==> src/bcc_pkg.sv <==
// Shared types, constants and helper functions of the belt centering controller.
// No dependencies; every other file imports this package.
package bcc_pkg;

  localparam int TIME_W   = 32;   // millisecond time base width
  localparam int JOY_W    = 12;   // joystick reading width
  localparam int DELTA_W  = 7;
  localparam int MDUR_W   = 16;
  localparam int RINT_W   = 20;
  localparam int DRV_W    = 8;
  localparam int CNT_W    = 16;
  localparam int MODE_W   = 2;
  localparam int DIR_W    = 2;

  localparam int DIVD_W   = TIME_W + MDUR_W;   // dividend of the ratio divider
  localparam int DVSR_W   = TIME_W;            // divisor of the ratio divider
  localparam int DCNT_W   = $clog2(DIVD_W + 1);
  localparam int JRCP_W   = 29;                // joystick reciprocal width
  localparam int JPROD_W  = JOY_W + JRCP_W;    // (level - low) * reciprocal
  localparam int JOY_SHIFT = 32;
  localparam int JQ_W     = 9;                 // joystick quotient, at most 277

  localparam int IN_TDATA_W  = 24;
  localparam int OUT_TDATA_W = 40;
  localparam int CFG_AW      = 4;
  localparam int CFG_DW      = 32;

  localparam logic [JOY_W-1:0]  JOY_LOW  = JOY_W'(287);
  // 255 * ceil(2^32 / 3500): (x * JOY_RECIP) >> 32 equals x * 255 / 3500
  // exactly for every offset reading of the 12-bit range
  localparam logic [JRCP_W-1:0] JOY_RECIP = JRCP_W'(312919170);
  localparam logic [JQ_W-1:0]   DEAD_LO  = JQ_W'(121);
  localparam logic [JQ_W-1:0]   DEAD_HI  = JQ_W'(133);
  localparam logic [JQ_W-1:0]   DRV_MAX  = JQ_W'(255);
  localparam logic [DRV_W-1:0]  NEUTRAL  = DRV_W'(127);

  localparam logic [DELTA_W-1:0] DELTA_RST = DELTA_W'(63);
  localparam logic [MDUR_W-1:0]  MDUR_RST  = MDUR_W'(500);
  localparam logic [RINT_W-1:0]  RINT_RST  = RINT_W'(60000);

  localparam logic [DIR_W-1:0] DIR_NONE = 2'b00;
  localparam logic [DIR_W-1:0] DIR_POS  = 2'b01;
  localparam logic [DIR_W-1:0] DIR_NEG  = 2'b11;

  typedef enum logic [MODE_W-1:0] {
    MODE_MANUAL   = 2'd0,
    MODE_CENTERED = 2'd1,
    MODE_OFF      = 2'd2
  } mode_t;

  typedef enum logic [1:0] {
    REG_DELTA = 2'd0,
    REG_MDUR  = 2'd1,
    REG_RINT  = 2'd2
  } reg_idx_t;

  typedef struct packed {
    logic [DELTA_W-1:0] delta;
    logic [MDUR_W-1:0]  mdur;
    logic [RINT_W-1:0]  rint;
  } cfg_t;

  // controller -> datapath
  typedef struct packed {
    logic load;        // capture input transfer
    logic entry;       // entry actions and repeat check
    logic div_start;   // launch ratio divider
    logic finish;      // move-end test, exits, result write
  } dp_cmd_t;

  // datapath -> controller
  typedef struct packed {
    logic div_needed;
    logic div_done;
    logic out_free;
  } dp_stat_t;

  // 127 + dir * delta, dir in -1..1; neg flips the direction
  function automatic logic [DRV_W-1:0] drive_level(input logic [DIR_W-1:0]   dir,
                                                    input logic               neg,
                                                    input logic [DELTA_W-1:0] delta);
    logic [DIR_W-1:0] d;
    d = neg ? (~dir + DIR_POS) : dir;
    if (d == DIR_POS) begin
      return NEUTRAL + DRV_W'(delta);
    end else if (d == DIR_NEG) begin
      return NEUTRAL - DRV_W'(delta);
    end else begin
      return NEUTRAL;
    end
  endfunction

  // deadband around neutral, then clamp to 0..255 (negative already mapped to 0)
  function automatic logic [DRV_W-1:0] joy_map(input logic [JQ_W-1:0] t);
    if (t > DEAD_LO && t < DEAD_HI) begin
      return NEUTRAL;
    end else if (t > DRV_MAX) begin
      return DRV_MAX[DRV_W-1:0];
    end else begin
      return t[DRV_W-1:0];
    end
  endfunction

endpackage

==> src/belt_centering_controller.sv <==
// Belt centering controller: one input transfer per millisecond tick, one result each.
//
// Input stream (in_*): buttons, edge sensors, belt-running flag and the averaged
// joystick reading of one tick. Output stream (out_*): steering and tension drive
// levels, current mode and the correction count after that tick.
// Config port (cfg_*): delta_offset at 0x0, move_duration at 0x4,
// repeat_interval at 0x8; write only while no tick is in flight.
// Sequence: an accepted tick passes through the entry, load and finish steps to its
// result transfer; the first tick in centered mode with a ratio move also runs the
// 48-step divider before its finish step. One tick is processed at a time.
// Reset: manual mode, drives at 127, timers and counters cleared, config
// registers at their defaults.
// A finished result waits in the output register; the next tick may be accepted
// meanwhile, and it stalls at its finish step until the register is taken.
// Depends on bcc_pkg, bcc_cfg, bcc_ctrl, bcc_dp, bcc_div.
module belt_centering_controller
  import bcc_pkg::*;
(
  input  logic                   clk,
  input  logic                   rst_n,
  input  logic                   in_tvalid,
  output logic                   in_tready,
  // [0] manual_select, [1] tension_select, [2] inner_sensor, [3] outer_sensor,
  // [4] belt_running, [16:5] joystick_level, [23:17] zero
  input  logic [IN_TDATA_W-1:0]  in_tdata,
  output logic                   out_tvalid,
  input  logic                   out_tready,
  // [7:0] steer_drive, [15:8] tension_drive, [17:16] mode_state,
  // [33:18] corrections_done, [39:34] zero
  output logic [OUT_TDATA_W-1:0] out_tdata,
  input  logic                   cfg_psel,
  input  logic                   cfg_penable,
  input  logic                   cfg_pwrite,
  input  logic [CFG_AW-1:0]      cfg_paddr,
  input  logic [CFG_DW-1:0]      cfg_pwdata,
  output logic [CFG_DW-1:0]      cfg_prdata,
  output logic                   cfg_pready
);

  cfg_t     cfg;
  dp_cmd_t  cmd;
  dp_stat_t stat;

  bcc_cfg u_cfg (
    .clk         (clk),
    .rst_n       (rst_n),
    .cfg_psel    (cfg_psel),
    .cfg_penable (cfg_penable),
    .cfg_pwrite  (cfg_pwrite),
    .cfg_paddr   (cfg_paddr),
    .cfg_pwdata  (cfg_pwdata),
    .cfg_prdata  (cfg_prdata),
    .cfg_pready  (cfg_pready),
    .cfg         (cfg)
  );

  bcc_ctrl u_ctrl (
    .clk       (clk),
    .rst_n     (rst_n),
    .in_tvalid (in_tvalid),
    .in_tready (in_tready),
    .stat      (stat),
    .cmd       (cmd)
  );

  bcc_dp u_dp (
    .clk        (clk),
    .rst_n      (rst_n),
    .cfg        (cfg),
    .cmd        (cmd),
    .stat       (stat),
    .in_tdata   (in_tdata),
    .out_tvalid (out_tvalid),
    .out_tready (out_tready),
    .out_tdata  (out_tdata)
  );

endmodule

==> src/bcc_cfg.sv <==
// Configuration register file with an APB-style slave port.
// Depends on bcc_pkg.
module bcc_cfg
  import bcc_pkg::*;
(
  input  logic              clk,
  input  logic              rst_n,
  input  logic              cfg_psel,
  input  logic              cfg_penable,
  input  logic              cfg_pwrite,
  input  logic [CFG_AW-1:0] cfg_paddr,
  input  logic [CFG_DW-1:0] cfg_pwdata,
  output logic [CFG_DW-1:0] cfg_prdata,
  output logic              cfg_pready,
  output cfg_t              cfg
);

  logic [DELTA_W-1:0] delta_r;
  logic [MDUR_W-1:0]  mdur_r;
  logic [RINT_W-1:0]  rint_r;
  reg_idx_t           idx;
  logic               wr_en;

  assign idx        = reg_idx_t'(cfg_paddr[3:2]);
  assign cfg_pready = 1'b1;
  assign wr_en      = cfg_psel && cfg_penable && cfg_pwrite && cfg_pready;

  always_ff @(posedge clk) begin
    if (!rst_n) begin
      delta_r <= DELTA_RST;
      mdur_r  <= MDUR_RST;
      rint_r  <= RINT_RST;
    end else if (wr_en) begin
      unique case (idx)
        REG_DELTA: delta_r <= cfg_pwdata[DELTA_W-1:0];
        REG_MDUR:  mdur_r  <= cfg_pwdata[MDUR_W-1:0];
        REG_RINT:  rint_r  <= cfg_pwdata[RINT_W-1:0];
        default:   ;   // unmapped slot, write dropped
      endcase
    end
  end

  always_comb begin
    unique case (idx)
      REG_DELTA: cfg_prdata = CFG_DW'(delta_r);
      REG_MDUR:  cfg_prdata = CFG_DW'(mdur_r);
      REG_RINT:  cfg_prdata = CFG_DW'(rint_r);
      default:   cfg_prdata = '0;
    endcase
  end

  assign cfg.delta = delta_r;
  assign cfg.mdur  = mdur_r;
  assign cfg.rint  = rint_r;

endmodule

==> src/bcc_div.sv <==
// Restoring unsigned divider, one quotient bit per cycle.
// Depends on bcc_pkg. Divisor must be nonzero.
module bcc_div
  import bcc_pkg::*;
(
  input  logic              clk,
  input  logic              rst_n,
  input  logic              start,
  input  logic [DIVD_W-1:0] dividend,
  input  logic [DVSR_W-1:0] divisor,
  output logic [DIVD_W-1:0] quotient,
  output logic              done
);

  logic [DIVD_W-1:0] quo_r;
  logic [DVSR_W-1:0] rem_r, rem_nxt, dvsr_r;
  logic [DCNT_W-1:0] cnt_r;
  logic              busy_r, done_r;
  logic [DVSR_W:0]   trial, diff;
  logic              ge;

  assign trial   = {rem_r, quo_r[DIVD_W-1]};
  assign diff    = trial - {1'b0, dvsr_r};
  assign ge      = trial >= {1'b0, dvsr_r};
  assign rem_nxt = ge ? diff[DVSR_W-1:0] : trial[DVSR_W-1:0];

  always_ff @(posedge clk) begin
    if (!rst_n) begin
      busy_r <= 1'b0;
      done_r <= 1'b0;
      cnt_r  <= '0;
    end else begin
      done_r <= 1'b0;
      if (start) begin
        busy_r <= 1'b1;
        cnt_r  <= DCNT_W'(DIVD_W);
      end else if (busy_r) begin
        cnt_r <= cnt_r - DCNT_W'(1);
        if (cnt_r == DCNT_W'(1)) begin
          busy_r <= 1'b0;
          done_r <= 1'b1;
        end
      end
    end
  end

  always_ff @(posedge clk) begin
    if (start) begin
      quo_r  <= dividend;
      rem_r  <= '0;
      dvsr_r <= divisor;
    end else if (busy_r) begin
      quo_r <= {quo_r[DIVD_W-2:0], ge};
      rem_r <= rem_nxt;
    end
  end

  assign quotient = quo_r;
  assign done     = done_r;

endmodule

==> src/bcc_dp.sv <==
// Datapath: mode and timing registers, entry actions, joystick mapping,
// ratio move, exit logic and the output register. Depends on bcc_pkg, bcc_div.
module bcc_dp
  import bcc_pkg::*;
(
  input  logic                   clk,
  input  logic                   rst_n,
  input  cfg_t                   cfg,
  input  dp_cmd_t                cmd,
  output dp_stat_t               stat,
  input  logic [IN_TDATA_W-1:0]  in_tdata,
  output logic                   out_tvalid,
  input  logic                   out_tready,
  output logic [OUT_TDATA_W-1:0] out_tdata
);

  // captured input transfer
  logic             man_r, ten_r, inner_r, outer_r, run_r;
  logic [JOY_W-1:0] joy_r;

  // controller state
  mode_t             mode_r, mode_nxt;
  logic              first_r;
  logic [TIME_W-1:0] now_r, last_center_r, last_out_r, last_pass_r;
  logic [TIME_W-1:0] tto_r, ttc_r, move_end_r;
  logic [DIR_W-1:0]  dir_r, dir_entry;
  logic [CNT_W-1:0]  cc_r, cc_bump;
  logic [DRV_W-1:0]  steer_r, tension_r;

  // output register
  logic              out_valid_r;
  logic [DRV_W-1:0]  out_steer_r, out_tension_r;
  logic [MODE_W-1:0] out_mode_r;
  logic [CNT_W-1:0]  out_cc_r;

  logic                use_ratio;
  logic [JOY_W-1:0]    joy_diff;
  logic [JPROD_W-1:0]  joy_prod;
  logic [JQ_W-1:0]     joy_q;
  logic [DIVD_W-1:0]   ratio_dvd, quo;
  logic                div_done;
  logic [TIME_W-1:0]   elapsed_pass, ratio_len, me_fin;
  logic [2*MDUR_W-1:0] cent_len;
  logic                repeat_due, halt, change;
  logic [DRV_W-1:0]    joy_lvl, st_fin, te_fin;

  always_ff @(posedge clk) begin
    if (cmd.load) begin
      man_r   <= in_tdata[0];
      ten_r   <= in_tdata[1];
      inner_r <= in_tdata[2];
      outer_r <= in_tdata[3];
      run_r   <= in_tdata[4];
      joy_r   <= in_tdata[5 +: JOY_W];
    end
  end

  assign use_ratio   = (mode_r == MODE_CENTERED) && first_r &&
                       (tto_r != '0) && (ttc_r != '0);

  // joystick scaling by reciprocal multiply; below range maps to 0
  assign joy_diff  = (joy_r >= JOY_LOW) ? (joy_r - JOY_LOW) : '0;
  assign joy_prod  = JPROD_W'(joy_diff) * JPROD_W'(JOY_RECIP);
  assign joy_q     = joy_prod[JOY_SHIFT +: JQ_W];

  // divider operands: the time ratio move
  assign ratio_dvd = DIVD_W'(ttc_r) * DIVD_W'(cfg.mdur);

  bcc_div u_div (
    .clk      (clk),
    .rst_n    (rst_n),
    .start    (cmd.div_start),
    .dividend (ratio_dvd),
    .divisor  (tto_r),
    .quotient (quo),
    .done     (div_done)
  );

  assign stat.div_needed = use_ratio;
  assign stat.div_done   = div_done;
  assign stat.out_free   = !out_valid_r || out_tready;

  // entry-cycle terms
  assign elapsed_pass = now_r - last_pass_r;
  assign repeat_due   = elapsed_pass > TIME_W'(cfg.rint);
  assign cent_len     = (2*MDUR_W)'(cfg.mdur) * (2*MDUR_W)'(cc_r);
  assign cc_bump      = (cc_r == '1) ? cc_r : cc_r + CNT_W'(1);

  always_comb begin
    if (!inner_r && !outer_r) begin
      dir_entry = DIR_POS;
    end else if (inner_r && outer_r) begin
      dir_entry = DIR_NEG;
    end else begin
      dir_entry = dir_r;   // mixed sensors keep the old direction
    end
  end

  // finish-cycle terms
  assign ratio_len = (|quo[DIVD_W-1:TIME_W]) ? '1 : quo[TIME_W-1:0];
  assign joy_lvl   = joy_map(joy_q);

  always_comb begin
    halt     = 1'b0;
    st_fin   = steer_r;
    te_fin   = tension_r;
    me_fin   = move_end_r;
    mode_nxt = mode_r;
    unique case (mode_r)
      MODE_CENTERED: begin
        if (use_ratio) begin
          me_fin = now_r + ratio_len;
          st_fin = drive_level(dir_r, 1'b0, cfg.delta);
        end
        halt = now_r >= me_fin;
        if (man_r) begin
          mode_nxt = MODE_MANUAL;
        end else if (run_r && (!inner_r || outer_r)) begin
          mode_nxt = MODE_OFF;
        end
      end
      MODE_OFF: begin
        halt = now_r >= move_end_r;
        if (man_r) begin
          mode_nxt = MODE_MANUAL;
        end else if (!run_r || (inner_r && !outer_r)) begin
          mode_nxt = MODE_CENTERED;
        end
      end
      default: begin
        if (man_r) begin
          if (ten_r) begin
            st_fin = NEUTRAL;
            te_fin = joy_lvl;
          end else begin
            st_fin = joy_lvl;
            te_fin = NEUTRAL;
          end
        end else begin
          mode_nxt = MODE_CENTERED;
        end
      end
    endcase
    change = mode_nxt != mode_r;
    if (halt || change) begin
      st_fin = NEUTRAL;
      te_fin = NEUTRAL;
    end
  end

  always_ff @(posedge clk) begin
    if (!rst_n) begin
      mode_r        <= MODE_MANUAL;
      first_r       <= 1'b1;
      now_r         <= '0;
      last_center_r <= '0;
      last_out_r    <= '0;
      last_pass_r   <= '0;
      tto_r         <= '0;
      ttc_r         <= '0;
      move_end_r    <= '0;
      dir_r         <= DIR_NONE;
      cc_r          <= '0;
      steer_r       <= NEUTRAL;
      tension_r     <= NEUTRAL;
    end else begin
      if (cmd.entry) begin
        unique case (mode_r)
          MODE_CENTERED: begin
            if (first_r) begin
              last_center_r <= now_r;
              if (last_out_r != '0) begin
                ttc_r <= now_r - last_out_r;
              end
              // undo the accumulated moves
              steer_r    <= drive_level(dir_r, 1'b1, cfg.delta);
              move_end_r <= now_r + TIME_W'(cent_len);
            end
          end
          MODE_OFF: begin
            if (first_r) begin
              cc_r          <= CNT_W'(1);
              last_out_r    <= now_r;
              last_pass_r   <= now_r;
              tto_r         <= now_r - last_center_r;
              dir_r         <= dir_entry;
              steer_r       <= drive_level(dir_entry, 1'b0, cfg.delta);
              move_end_r    <= now_r + TIME_W'(cfg.mdur);
            end else if (repeat_due) begin
              cc_r        <= cc_bump;
              steer_r     <= drive_level(dir_r, 1'b0, cfg.delta);
              move_end_r  <= now_r + TIME_W'(cfg.mdur);
              last_pass_r <= now_r;
            end
          end
          default: begin
            if (first_r) begin
              last_out_r    <= '0;
              last_center_r <= '0;
              ttc_r         <= '0;
              tto_r         <= '0;
              cc_r          <= '0;
              steer_r       <= NEUTRAL;
              tension_r     <= NEUTRAL;
            end
          end
        endcase
      end
      if (cmd.finish) begin
        steer_r    <= st_fin;
        tension_r  <= te_fin;
        move_end_r <= me_fin;
        mode_r     <= mode_nxt;
        first_r    <= change;
        now_r      <= now_r + TIME_W'(1);
      end
    end
  end

  always_ff @(posedge clk) begin
    if (!rst_n) begin
      out_valid_r <= 1'b0;
    end else if (cmd.finish) begin
      out_valid_r <= 1'b1;
    end else if (out_tready) begin
      out_valid_r <= 1'b0;
    end
  end

  always_ff @(posedge clk) begin
    if (cmd.finish) begin
      out_steer_r   <= st_fin;
      out_tension_r <= te_fin;
      out_mode_r    <= mode_nxt;
      out_cc_r      <= cc_r;
    end
  end

  assign out_tvalid = out_valid_r;
  assign out_tdata  = {(OUT_TDATA_W - 2*DRV_W - MODE_W - CNT_W)'(0),
                       out_cc_r, out_mode_r, out_tension_r, out_steer_r};

endmodule

==> src/bcc_ctrl.sv <==
// Sequencing state machine: accept, entry actions, divider launch and wait,
// finish. Depends on bcc_pkg.
module bcc_ctrl
  import bcc_pkg::*;
(
  input  logic     clk,
  input  logic     rst_n,
  input  logic     in_tvalid,
  output logic     in_tready,
  input  dp_stat_t stat,
  output dp_cmd_t  cmd
);

  typedef enum logic [4:0] {
    S_IDLE   = 5'b00001,
    S_ENTRY  = 5'b00010,
    S_LOAD   = 5'b00100,
    S_DIV    = 5'b01000,
    S_FINISH = 5'b10000
  } state_t;

  state_t state_r, state_nxt;

  always_comb begin
    unique case (state_r)
      S_IDLE:   state_nxt = in_tvalid ? S_ENTRY : S_IDLE;
      S_ENTRY:  state_nxt = S_LOAD;
      S_LOAD:   state_nxt = stat.div_needed ? S_DIV : S_FINISH;
      S_DIV:    state_nxt = stat.div_done ? S_FINISH : S_DIV;
      S_FINISH: state_nxt = stat.out_free ? S_IDLE : S_FINISH;
      default:  state_nxt = S_IDLE;
    endcase
  end

  always_ff @(posedge clk) begin
    if (!rst_n) begin
      state_r <= S_IDLE;
    end else begin
      state_r <= state_nxt;
    end
  end

  assign in_tready     = state_r == S_IDLE;
  assign cmd.load      = in_tvalid && (state_r == S_IDLE);
  assign cmd.entry     = state_r == S_ENTRY;
  assign cmd.div_start = (state_r == S_LOAD) && stat.div_needed;
  assign cmd.finish    = (state_r == S_FINISH) && stat.out_free;

endmodule
==> config.mk <==
export PLATFORM = sky130hd
export DESIGN_NAME = belt_centering_controller
export DESIGN_NICKNAME = d
export VERILOG_FILES = /design/src/bcc_pkg.sv /design/src/belt_centering_controller.sv /design/src/bcc_cfg.sv /design/src/bcc_div.sv /design/src/bcc_dp.sv /design/src/bcc_ctrl.sv
export SDC_FILE = /design/constraint.sdc
export NUM_CORES = 2
export LEC_CHECK = 0
export BUFFER_PORTS_ARGS = -buffer_cell sky130_fd_sc_hd__buf_4
export CORE_UTILIZATION = 55
export CTS_BUF_LIST = sky130_fd_sc_hd__clkbuf_16
export DETAILED_ROUTE_END_ITERATION = 10
export GPL_TIMING_DRIVEN = 1
export PLACE_DENSITY_LB_ADDON = 0.12
export SLEW_MARGIN = 20
export SYNTH_ARGS = -nofsm -noshare
export SYNTH_HDL_FRONTEND = slang
export SYNTH_SLANG_ARGS = --single-unit
export TNS_END_PERCENT = 30
==> constraint.sdc <==
create_clock -name clk -period 8.2 [get_ports clk]
set_input_delay 0.41 -clock clk [delete_from_list [all_inputs] [get_ports clk]]
set_output_delay 0.41 -clock clk [all_outputs]
set_load 0.03 [all_outputs]
==> metrics.csv <==
stage;metric;value;unit
yosys;Ys Warns;0;
floorplanning;die area;0.111;mm^2
sta;setup TNS;0;ns
drt;Iter 0 DRT Violations;4229;
power;Cell Int Power;5420;uW
worst_hold_path;hold crit path type;in -> reg;
sta;RSZ-0062 raised after global routing;false;
sta;worst hold slack;0.0238;ns
worst_setup_path;Worst Path Arrival;8.58;ns
power;Max VDD drop;0.000210;V
final_layout;Non-Filler Instances;8717;
final_layout;most frequent cells in the layout;1,068 x inv_1, 1,011 x nand2_1, 709 x fa_1;
placement;placed cells;8570;
floorplanning;num ports;142;
yosys;main flop type after synthesis;dfxtp_1;
sta;Worst-Margin Slew;1.05;ns
drt;DR pass1 iterations;6;
yosys;Synth async-reset ratio;0;
final_layout;fillers;9791;
yosys;Post-Syn Instances;7260;
worst_setup_path;maximum fanout along the worst path;8;
power;Pleak;0.0296;uW
worst_setup_path;CP most frequent cell;fa_1;
power;sequential power share;0.288;
yosys;register area share after synthesis;0.181;
worst_setup_path;slowest stage delay, CP;0.61;ns
power;switching share of total power;0.381;
floorplanning;die height;333;um
worst_setup_path;worst-path cell chain;nand3_1, nor2_1, or4_1, nand2_1, xnor2_1, nor2_1, ha_1, fa_1, fa_1, fa_1, inv_1, fa_1, inv_1, ha_1, nand4_1, or4b_1, o311a_4, a2111oi_0, a211oi_1, a2111o_1, o311ai_2, or2_1, or2_2, o22a_1;
yosys;Yosys reg bits;481;
placement;hpwl dp;140000;um
sta;final hold viol count;0;
sta;final setup vio count;0;
grt;Total Routing Usage GR;0.327;
worst_setup_path;Worst Path Required;8.83;ns
sta;Rel. slew slack;0.299;
cts;CTS tree;built;
yosys;Cell Area, Synth;0.0603;mm^2
cts;CTS H-tree lvls;2;
worst_setup_path;Worst path slowest cell;or4b_1;
sta;Final min period;7.95;ns
grt;first-pass GRT wire length;285000;um
yosys;Post-synth EDFFs;131;
grt;antenna violations before repair;1;
final_layout;fin nets;8625;
worst_setup_path;crit path buf inv count;2;
cts;total CTS buffers;59;
grt;largest net degree at the start of global routing;95;
floorplanning;Die W;333;um
cts;clk buf depth;3;
final_layout;proportion of layout cells with a drive suffix above 1;0.0656;
worst_setup_path;CP Capture Type;flip-flop;
outcome;outcome;finished clean;
worst_setup_path;Setup crit start kind;flip-flop;
yosys;Synth Area per Inst;8.31;um^2
floorplanning;Starting Density;0.554;
sta;FMAX;126;MHz
cts;Skew-Pair Late Insertion Delay;0.70;ns
sta;crit share post-route;0.969;
floorplanning;FP Rows;121;
floorplanning;CORE AREA;0.109;mm^2
drt;total wire length;181000;um
placement;GPL Wtd Cong;0.964;
job;max cap viols;0;
drt;# DRC;0;
sta;Slew Viols, Final;0;
power;Power Density;134;mW/mm^2
grt;grt total ovfl;0;
drt;Routed Antenna Nets;0;
drt;vias per std cell;5.83;
cts;Reg clk slew, reported paths;0.06;ns
cts;clk root buf;clkbuf_16;
cts;clock sink count;481;
placement;Port Buffers;101;
sta;clock skew;0.0456;ns
final_layout;area grow syn2layout;8.17;%
drt;Vias;50800;
yosys;Yosys cell types;90;
drt;routed len/inst;20.7;um
power;Clock Power Share;0.324;
worst_setup_path;critical path class;reg -> reg;
power;Gate power share;0.388;
power;Psw;3330;uW
worst_setup_path;largest delay contributor family on the critical path;adder cells;
grt;vias in the first global route;49900;
final_layout;most common cell after layout, fill and taps aside;inv_1;
power groups by stage:
stage / clock network [uW] / logic, uW / registers, uW
after global routing: 2970 / 3820 / 2530
after global placement: 0 / 3230 / 2570
after floorplan: 0 / 2400 / 2560
after detailed placement: 0 / 3270 / 2570
final: 2830 / 3390 / 2520
after CTS: 2880 / 3320 / 2520
worst min-delay path, delay by kind of cell:
family	cells	cell delay (ns)
compound gates	1	0.05
buf+inv	1	0.15
simple gates	1	0.06
Yosys cell counts, types with 15 or more instances:
library cell  number  share of area
or3_1             33         0.0034
and2_1           250          0.026
nor2_1           495          0.031
fa_1             709           0.24
edfxtp_1         131          0.065
nor2b_1           52         0.0054
buf_4             20         0.0025
inv_1           1066          0.066
nand4_1           50         0.0052
a21o_1            98          0.012
and4_1            15         0.0022
nor4_1            42         0.0044
o21ai_0          232          0.019
nand3_1          166          0.014
dfxtp_1          350           0.12
nand2_1         1012          0.063
xnor2_1          177          0.026
mux2i_1           42         0.0070
a21oi_1          477          0.040
or2_2             41         0.0043
a31oi_1           45         0.0047
o21bai_1          32         0.0040
o31ai_1           25         0.0031
and3_1            38         0.0039
ha_1             598           0.12
xor2_1           103          0.015
buf_1             16         0.0010
o211ai_1          55         0.0068
a211oi_1          68         0.0085
clkbuf_1         351          0.022
a22oi_1           39         0.0049
nor3_1            74         0.0061
a22o_1            22         0.0032
nand2b_1          40         0.0041
o22ai_1           16         0.0017
o21a_1            54         0.0067
sequential cells by signal, summed over array words and instances, names as in the netlist, 8 cells and up:
signal / count
u_cfg.rint_r: 20
u_dp.tension_r: 8
u_dp.u_div.rem_r: 32
u_dp.u_div.quotient: 48
u_dp.last_center_r: 32
u_dp.joy_r: 12
u_dp.ttc_r: 32
u_dp.out_tension_r: 8
u_dp.u_div.dvsr_r: 32
u_dp.out_steer_r: 8
u_dp.last_out_r: 32
u_cfg.mdur_r: 16
u_dp.now_r: 32
u_dp.tto_r: 32
u_dp.out_cc_r: 16
u_dp.steer_r: 8
u_dp.last_pass_r: 32
u_dp.cc_r: 16
u_dp.move_end_r: 32
cell families (layout without fill, tap and decap cells):
| logic type | count (synthesis) | in the layout | synth area share |
|---|---|---|---|
| AOI/OAI and AO/OA | 1334 | 1334 | 0.140 |
| muxes | 45 | 45 | 0.00753 |
| xor gates and xnor gates | 280 | 280 | 0.0407 |
| other | 2 | 20 | 0.000125 |
| buffers and inverters | 1458 | 1483 | 0.0922 |
| adders and majority gates | 1307 | 1307 | 0.359 |
| DFF | 481 | 481 | 0.181 |
| and+or+nand+nor | 2353 | 2353 | 0.179 |
routing by layer:
metal | vias to the layer above | track usage | wire length [um] | part of all wire
met5 | - | 0 | 13 | 0.000072
met4 | 2 | 0.115 | 6860 | 0.038
met3 | 347 | 0.0611 | 15900 | 0.088
met2 | 1991 | 0.512 | 79800 | 0.44
met1 | 24700 | 0.452 | 78200 | 0.43
li1 | 23700 | - | - | -
repair_timing:
item,4_1_cts,5_1_grt
endpoints found under the setup margin,0,18
resized for setup,0,8
hold endpoints to repair,47,0
buffers inserted,0,0
hold buffers,34,0
layout make-up:
class	count	area, um^2	area share
well taps	1414	1770	0.0271
clock inverters	51	547	0.00838
repair buffers	304	2400	0.0369
diodes	1	2.50	0.0000384
inverters	1067	4020	0.0615
multi-input cells	5338	44000	0.675
clock buffers	61	1530	0.0234
flip-flops and latches	481	11000	0.168
stage by stage:
stage               worst slack, ns  power [uW]  cell area, um^2   util
floorplan                     0.750        4960            60400      -
global placement              0.185        5800            62800  0.577
detailed placement           0.0769        5840            62800  0.577
CTS                          0.0884        8720            65200  0.599
global route                0.00281        9320            65200  0.599
finish                        0.253        8750            65200  0.599
final timing paths:
kind | startpoint | endpoint | slack, ns | cells past startpoint
setup / recovery | u_dp.joy_r[2]$_DFFE_PP_ | u_dp.tension_r[5]$_SDFFE_PN1P_ | 0.25 | 24
hold / removal | cfg_pwdata[0] | u_cfg.rint_r[0]$_SDFFE_PN0P_ | 0.02 | 3
setup reg to reg | u_dp.joy_r[2]$_DFFE_PP_ | u_dp.tension_r[5]$_SDFFE_PN1P_ | 0.25 | 24
hold reg to reg | u_dp.last_center_r[27]$_SDFFE_PN0P_ | u_dp.last_center_r[27]$_SDFFE_PN0P_ | 0.45 | 2
(Power assumes the default switching activity.)
